[src/hw/rtl/vn4_pkg.sv]
// Shared types and constants for the four-dimensional value noise block.
// Holds the item selector codes, the table read levels, the controller
// states and the command and status groups between controller and datapath.
`default_nettype none

package vn4_pkg;

    // Default table depth, a power of two
    localparam int TABLE_SIZE_DEF = 256;

    // Item selector codes carried on tuser
    localparam logic [1:0] FUNC_LOAD_PERM  = 2'd0;
    localparam logic [1:0] FUNC_LOAD_NOISE = 2'd1;
    localparam logic [1:0] FUNC_EVAL       = 2'd2;

    // Which coordinate a permutation read belongs to
    typedef enum logic [1:0] {
        RD_LVL_T,
        RD_LVL_Z,
        RD_LVL_Y,
        RD_LVL_X
    } rd_lvl_t;

    // Controller states
    typedef enum logic [2:0] {
        ST_IDLE,
        ST_RD_T,
        ST_RD_Z,
        ST_RD_Y,
        ST_RD_X,
        ST_RD_N,
        ST_DRAIN
    } ctl_state_t;

    // Commands from the controller to the datapath
    typedef struct packed {
        logic       wr_perm;
        logic       wr_noise;
        logic       eval_start;
        logic       rd_perm;
        rd_lvl_t    rd_lvl;
        logic       rd_noise;
        logic [3:0] corner;
        logic       out_load;
    } vn4_cmd_t;

    // Status from the datapath to the controller
    typedef struct packed {
        logic fin;
        logic out_free;
    } vn4_sts_t;

endpackage

`default_nettype wire

[src/hw/rtl/vn4_ctrl.sv]
// Sequencer for the value noise block: accepts items and walks the 16 cell
// corners through the chain of table reads. Uses vn4_pkg for states and
// the command and status groups.
`default_nettype none

module vn4_ctrl (
    input  wire logic                aclk,
    input  wire logic                aresetn,
    input  wire logic                s_tvalid,
    output logic                     s_tready,
    input  wire logic [1:0]          s_tuser,   // func
    input  wire vn4_pkg::vn4_sts_t   sts,
    output vn4_pkg::vn4_cmd_t        cmd
);

    localparam logic [3:0] CORNER_LAST = 4'hF;

    vn4_pkg::ctl_state_t state_reg, state_next;
    logic [3:0]          corner_reg, corner_next;
    logic [3:0]          corner_inc;
    logic [3:0]          corner_chg;
    logic                accept;

    assign s_tready   = (state_reg == vn4_pkg::ST_IDLE);
    assign accept     = s_tvalid && s_tready;
    assign corner_inc = corner_reg + 4'd1;
    assign corner_chg = corner_reg ^ corner_inc;

    // Hold state and corner count
    always_ff @(posedge aclk) begin
        if (!aresetn) begin
            state_reg  <= vn4_pkg::ST_IDLE;
            corner_reg <= '0;
        end else begin
            state_reg  <= state_next;
            corner_reg <= corner_next;
        end
    end

    // Next state: restart the read chain at the highest coordinate that changes
    always_comb begin
        state_next  = state_reg;
        corner_next = corner_reg;
        unique case (state_reg)
            vn4_pkg::ST_IDLE: begin
                if (accept && (s_tuser == vn4_pkg::FUNC_EVAL)) begin
                    state_next  = vn4_pkg::ST_RD_T;
                    corner_next = '0;
                end
            end
            vn4_pkg::ST_RD_T: state_next = vn4_pkg::ST_RD_Z;
            vn4_pkg::ST_RD_Z: state_next = vn4_pkg::ST_RD_Y;
            vn4_pkg::ST_RD_Y: state_next = vn4_pkg::ST_RD_X;
            vn4_pkg::ST_RD_X: state_next = vn4_pkg::ST_RD_N;
            vn4_pkg::ST_RD_N: begin
                if (corner_reg == CORNER_LAST) begin
                    state_next = vn4_pkg::ST_DRAIN;
                end else begin
                    corner_next = corner_inc;
                    priority if (corner_chg[3]) state_next = vn4_pkg::ST_RD_T;
                    else if (corner_chg[2])     state_next = vn4_pkg::ST_RD_Z;
                    else if (corner_chg[1])     state_next = vn4_pkg::ST_RD_Y;
                    else                        state_next = vn4_pkg::ST_RD_X;
                end
            end
            vn4_pkg::ST_DRAIN: begin
                if (sts.fin && sts.out_free) begin
                    state_next = vn4_pkg::ST_IDLE;
                end
            end
            default: state_next = vn4_pkg::ST_IDLE;
        endcase
    end

    // Commands to the datapath
    always_comb begin
        cmd.wr_perm    = accept && (s_tuser == vn4_pkg::FUNC_LOAD_PERM);
        cmd.wr_noise   = accept && (s_tuser == vn4_pkg::FUNC_LOAD_NOISE);
        cmd.eval_start = accept && (s_tuser == vn4_pkg::FUNC_EVAL);
        cmd.rd_perm    = 1'b0;
        cmd.rd_lvl     = vn4_pkg::RD_LVL_T;
        cmd.rd_noise   = 1'b0;
        cmd.corner     = corner_reg;
        cmd.out_load   = 1'b0;
        unique case (state_reg)
            vn4_pkg::ST_RD_T: begin
                cmd.rd_perm = 1'b1;
                cmd.rd_lvl  = vn4_pkg::RD_LVL_T;
            end
            vn4_pkg::ST_RD_Z: begin
                cmd.rd_perm = 1'b1;
                cmd.rd_lvl  = vn4_pkg::RD_LVL_Z;
            end
            vn4_pkg::ST_RD_Y: begin
                cmd.rd_perm = 1'b1;
                cmd.rd_lvl  = vn4_pkg::RD_LVL_Y;
            end
            vn4_pkg::ST_RD_X: begin
                cmd.rd_perm = 1'b1;
                cmd.rd_lvl  = vn4_pkg::RD_LVL_X;
            end
            vn4_pkg::ST_RD_N: cmd.rd_noise = 1'b1;
            vn4_pkg::ST_DRAIN: cmd.out_load = sts.fin && sts.out_free;
            default: ;
        endcase
    end

endmodule

`default_nettype wire

[config.mk]
export PLATFORM = sky130hd
export DESIGN_NAME = vn4_ctrl
export DESIGN_NICKNAME = d
export VERILOG_FILES = /design/src/hw/rtl/vn4_pkg.sv /design/src/hw/rtl/vn4_ctrl.sv
export SDC_FILE = /design/constraint.sdc
export NUM_CORES = 1
export LEC_CHECK = 0
export ABC_AREA = 1
export BUFFER_PORTS_ARGS = -buffer_cell sky130_fd_sc_hd__buf_2
export CAP_MARGIN = 20
export CORE_AREA = 3 3 40 42
export DETAILED_ROUTE_END_ITERATION = 10
export DIE_AREA = 0 0 43 45
export GPL_ROUTABILITY_DRIVEN = 0
export PLACE_DENSITY_LB_ADDON = 0.1
export SLEW_MARGIN = 20
export SYNTH_ARGS = -nofsm -noshare
export SYNTH_HDL_FRONTEND = slang
export SYNTH_SLANG_ARGS = --single-unit
[constraint.sdc]
create_clock -name aclk -period 3.9 [get_ports aclk]
set_clock_uncertainty 0.15 [all_clocks]
set_input_delay 0.195 -clock aclk [delete_from_list [all_inputs] [get_ports aclk]]
set_output_delay 0.195 -clock aclk [all_outputs]
set_load 0.05 [all_outputs]
==> results of run 1 <==
==> worst register-to-register path, stage by stage, from the launching register on <==
cell	delay, ps
dfxtp_1	450
inv_1	100
ha_1	330
nor2_1	100
nor2_1	50
nand4_1	100
nand3_1	80
nand2_1	60
inv_1	30
==> report_power, final <==
group	total, W	leakage (nW)	internal [W]	switching (W)
clock	0.0000640	0.0177	0.0000374	0.0000266
sequential	0.000103	0.0570	0.0000833	0.0000201
combinational	0.000240	0.348	0.0000678	0.000172
==> stage by stage <==
step                      cell area [um2]  utilization  setup slack (ps)  cells  hold WS (ps)
after detailed placement              723        0.563              2320    128           304
after global routing                  751        0.584              1870    132          55.0
final                                 751        0.584              2050    132          44.2
after floorplan                       609            -              1760     94           143
after CTS                             751        0.584              2040    132          43.8
after global placement                723        0.563              2340    128           296
==> synth_stat cells (all sizes together) <==
cell	number
nand2	27
inv	18
nor2	11
dfxtp	7
nand3	7
o21ai	6
a21oi	5
nor3	4
ha	3
nand4	3
nor3b	1
o211ai	1
or2	1
==> path summary, 6_finish.rpt <==
check / cells after the start / end / slack (ps)
worst max-delay path: 6 / cmd[10] / 2050
worst min-delay path: 3 / state_reg[2] / 40
worst max register to register: 8 / state_reg[2] / 2340
worst min register to register: 2 / corner_reg[3] / 400
==> layout make-up <==
class / count / area [um2] / share of cell area
clock buffers: 3 / 22.5 / 0.0300
well taps: 15 / 18.8 / 0.0250
inverters: 18 / 67.6 / 0.0900
multi-input cells: 69 / 402 / 0.535
flip-flops and latches: 7 / 140 / 0.187
clock inverters: 1 / 5.00 / 0.00667
repair buffers: 19 / 95.1 / 0.127
==> layer usage <==
layer | share of wire | vias to the layer above | track usage
met1 | 0.49 | 278 | 0.202
met5 | 0 | - | 0
li1 | - | 343 | -
met4 | 0.014 | 0 | 0.108
met2 | 0.44 | 15 | 0.251
met3 | 0.052 | 2 | 0.0120
==> cells by family after synthesis <==
| group | share of synthesized area |
|---|---|
| and+or+nand+nor | 0.464 |
| buffers and inverters | 0.111 |
| AOI/OAI and AO/OA | 0.133 |
| DFF | 0.230 |
| adders and majority gates | 0.0616 |
==> results.md, run 1 <==
* Post-CTS Setup Inserts at 0
* Maximum fanout along the worst path at 5
* Die area at 0.00194 mm2
* CTS root buf: clkbuf_4
* Largest net degree at the start of global routing at 9
* First-pass GRT wire length at 2300 um
* Initial antenna violation count at 0
* Die width at 43 um
* Clk buf depth at 2
* Final wirelength at 1350 um
* Post-DP HPWL at 1150 um
* Cell accounting for the most synthesized area: dfxtp_1
* Via/cell ratio at 4.83
* Top post-synthesis cells by area: dfxtp_1, nand2_1, inv_1, ha_1, nand2_2
* Relative slew slack at 0.822
* Critical path arrival at 1500 ps
* CTS tree: built
* Worst-Margin Slew at 267 ps
* Reg2reg start: corner_reg[1]
* Total GRT Usage at 0.157
* Share of cells above drive strength 1 at 0.359
* Max-Cap Viols at 0
* Worst path slowest cell: dfxtp_1
* Synthesized area at 609 um2
* I/O Buffers at 19
* Nets at 128
* Yosys cell types at 20
* Hold_sp: aresetn
* Antenna diodes at 0
* # setup viols final at 0
* Syn nets at 104
* Mean routed wirelength per cell at 10.3 um
* Yosys Warn Count at 0
* Syn_area_per_cell at 6.48 um2
* Core Region at 0.00128 mm2
* Io pins at 20
* RSZ-0062 raised after global routing: no
* Family with the most delay on the worst path: simple AND/OR/NAND/NOR gates
* Leakage at 0.423 nW
* # hold bufs at CTS at 0
* Setup crit end kind: primary output
* Clk pin slew, worst setup/hold paths at 50 ps
* Synth top area share at 0.230
* Kind of start point of the critical path: flop
* Later-pin clock latency in the skew report at 250 ps
* Final Hold Vio Count at 0
* Final worst-path cycle share at 0.474
* Max reg flops at 4
* Setup CP Type: flop to primary output
* Row count at 13
* CP Buf/Inv Count at 2
* DR pass1 iterations at 4
* VDD IR max at 0.238 mV
* Cts repair resizes at 0
* Path type of the worst min-delay path: input pin to flop
* Cell Pwr Density at 543 mW/mm2
* Final ANT Viol Nets at 0
* CTS Buf Count at 3
* Initial Utilization at 0.474
* DRT iter0 DRCs at 7
* Largest stage delay, worst path at 350 ps
* Die height at 45 um
* CP cell instances: nor2_2, nand2_2, nor2_1, inv_1, nor3_1, buf_2
* Vias at 638
* Status: finished, final reports clean
* Vias in the first global route at 572
* Residual DRC at 0
* Max Freq at 541 MHz
* Synth Register Bits at 7
* CP startpoint: state_reg[0]
* Power Total at 0.000407 W
* Fin. max-slew vios at 0
* Worst Path Required at 3560 ps
* Sequential cell area fraction in the yosys report at 0.230
* Most frequent cells in the layout: nand2_1, buf_2, inv_1
* Area grow syn2layout at 23.2%
* Setup TNS at 0 ps
* H-tree levels at 1
* Synthesized instance count at 94
* GRT overflow at 0
* # clock sinks at 7
* Fillcell total at 140
* Min Tclk post-route at 1850 ps
Note: power is estimated with default switching activity, not from simulation.
==> inputs of run 2 (changes only) <==
==> constraint.sdc (replaced) <==
create_clock -name aclk -period 1.9 [get_ports aclk]
set_clock_uncertainty 0.15 [all_clocks]
set_input_delay 0.095 -clock aclk [delete_from_list [all_inputs] [get_ports aclk]]
set_output_delay 0.095 -clock aclk [all_outputs]
set_load 0.05 [all_outputs]
==> run 2 against run 1 <==
Compared with the run above: flip-flop and latch count unchanged; cell count up 0.76%; clock power up 110%; combinational power up 110%; worst hold slack better by 64 ps; routed wire length down 4.1%; sequential share of layout area down 0.25 points; global-route usage down 0.74 points; count of clock-buffer cells in the layout unchanged; non-clock buffer count up 1; first-iteration DRC count up 86%; critical path type unchanged.
==> results.md, run 2 (synthesis results as in run 1) <==
* Hold_sp: s_tuser[1]
* RR Endpoint: corner_reg[1]
* Residual DRC at 0 (unchanged)
* CP startpoint: state_reg[2]
* Final worst-path cycle share at 0.900
* Hold EP: state_reg[0]
* Max reg flops at 4 (unchanged)
* Max-Cap Viols at 0 (unchanged)
* Cts repair resizes at 0 (unchanged)
* Min Hold Slack at 108 ps (+63.9 ps)
* Post-DP HPWL at 1100 um (-4.4%)
* First-pass GRT wire length at 2160 um (-6.0%)
* Core Region at 0.00128 mm2 (unchanged)
* VDD IR max at 0.526 mV (+120%)
* Worst Path Required at 1650 ps (-1910 ps)
* Critical path arrival at 1470 ps (-30 ps)
* Clk pin slew, worst setup/hold paths at 60 ps (about the same)
* CTS root buf: clkbuf_4
* Later-pin clock latency in the skew report at 250 ps (about the same)
* Area grow syn2layout at 24.8%
* Final Hold Vio Count at 0 (unchanged)
* Initial antenna violation count at 0 (unchanged)
* Largest net degree at the start of global routing at 9 (unchanged)
* Nets at 129 (+0.78%)
* Maximum fanout along the worst path at 5 (unchanged)
* Initial Utilization at 0.474 (unchanged)
* Power Total at 0.000845 W (+110%)
* Final ANT Viol Nets at 0 (unchanged)
* FF-to-FF path depth at 9 (+1)
* Min Tclk post-route at 1710 ps
* RSZ-0062 raised after global routing: no
* # setup viols final at 0 (unchanged)
* Vias in the first global route at 546 (-4.5%)
* GRT overflow at 0 (unchanged)
* Total GRT Usage at 0.150 (-0.00737)
* Most frequent cells in the layout: nand2_1, buf_2, inv_1
* Die area at 0.00194 mm2 (unchanged)
* Kind of start point of the critical path: flop
* Mean routed wirelength per cell at 9.76 um (-4.9%)
* Die width at 43 um (unchanged)
* Io pins at 20 (unchanged)
* I/O Buffers at 19 (unchanged)
* H-tree levels at 1 (unchanged)
* Worst-Margin Slew at 277 ps (+10.2 ps)
* Vias at 648 (+1.6%)
* Antenna diodes at 0 (unchanged)
* Status: finished, final reports clean
* # clock sinks at 7 (unchanged)
* Relative slew slack at 0.815 (-0.00684)
* DR pass1 iterations at 2 (-2)
* Final instance area at 761 um2 (+1.3%)
* Setup TNS at 0 ps (unchanged)
* Post-layout worst setup margin at 189 ps (-1860 ps)
* Leakage at 0.427 nW (+0.99%)
* R2R Setup Slk at 300 ps (-2040 ps)
* Share of cells above drive strength 1 at 0.356 (-0.00304)
* Max Freq at 585 MHz
* WHS Path Cells at 5 (+2)
* CTS Buf Count at 3 (unchanged)
* Fin. max-slew vios at 0 (unchanged)
* Clk buf depth at 2 (unchanged)
* Path type of the worst min-delay path: input pin to flop
* Via/cell ratio at 4.87 (+0.80%)
* Cell Pwr Density at 1110 mW/mm2 (+100%)
* Row count at 13 (unchanged)
* Reg2reg start: corner_reg[1]
* DRT iter0 DRCs at 13 (+6)
* Die height at 45 um (unchanged)
* Setup crit end kind: primary output
* CTS tree: built
* Area post-placement at 723 um2 (unchanged)
* Final wirelength at 1300 um (-4.1%)
* Pre-CTS setup slack at 322 ps (-2000 ps)
* Setup CP Type: flop to primary output
[run 2: cell count changes in the layout (fill, tap and decap cells not counted)]
cell           previous run  this run
dlygate4sd3_1             0         1
[run 2: layout make-up]
| type | count | area (um2) |
|---|---|---|
| clock buffers | 3 | 22.5 |
| well taps | 15 | 18.8 |
| repair buffers | 20 | 105 |
| clock inverters | 1 | 5.00 |
| multi-input cells | 69 | 402 |
| fillers | 127 | 524 |
| inverters | 18 | 67.6 |
| flip-flops and latches | 7 | 140 |
[run 2: critical path, stage by stage (launching register included)]
cell,delay [ps]
dfxtp_1,350
inv_2,130
nand2_2,120
nor2_1,130
inv_1,70
nor3_1,120
buf_2,280
[run 2: how the worst max path moves through the flow]
stage,depth (start not counted),to
floorplan,5,cmd[10]
CTS,6,cmd[11]
finish,6,cmd[11]
detailed placement,9,corner_reg[1]
global placement,9,corner_reg[1]
global route,6,cmd[11]
[run 2: stage by stage]
step	util	cells
3_5_place_dp	0.563	128
2_1_floorplan	-	94
5_1_grt	0.592	133
4_1_cts	0.592	133
3_3_place_gp	0.563	128
6_report	0.592	133
[run 2: power breakdown]
group          internal [W]  switching [W]  total (W)
combinational      0.000140       0.000358   0.000498
sequential         0.000171      0.0000416   0.000213
clock             0.0000769      0.0000573   0.000134
[run 2: timing repair]
item | CTS | global route
hold buffers | 1 | 0
endpoints found under the hold margin | 2 | 0
buffers inserted | 0 | 0
[run 2: metal layers]
| layer | GRT usage | up-vias | routed length (um) |
|---|---|---|---|
| met2 | 0.249 | 18 | 588 |
| met3 | 0.0239 | 5 | 83 |
| li1 | - | 349 | - |
| met1 | 0.179 | 276 | 601 |
| met5 | 0 | - | 0 |
| met4 | 0.102 | 0 | 25 |
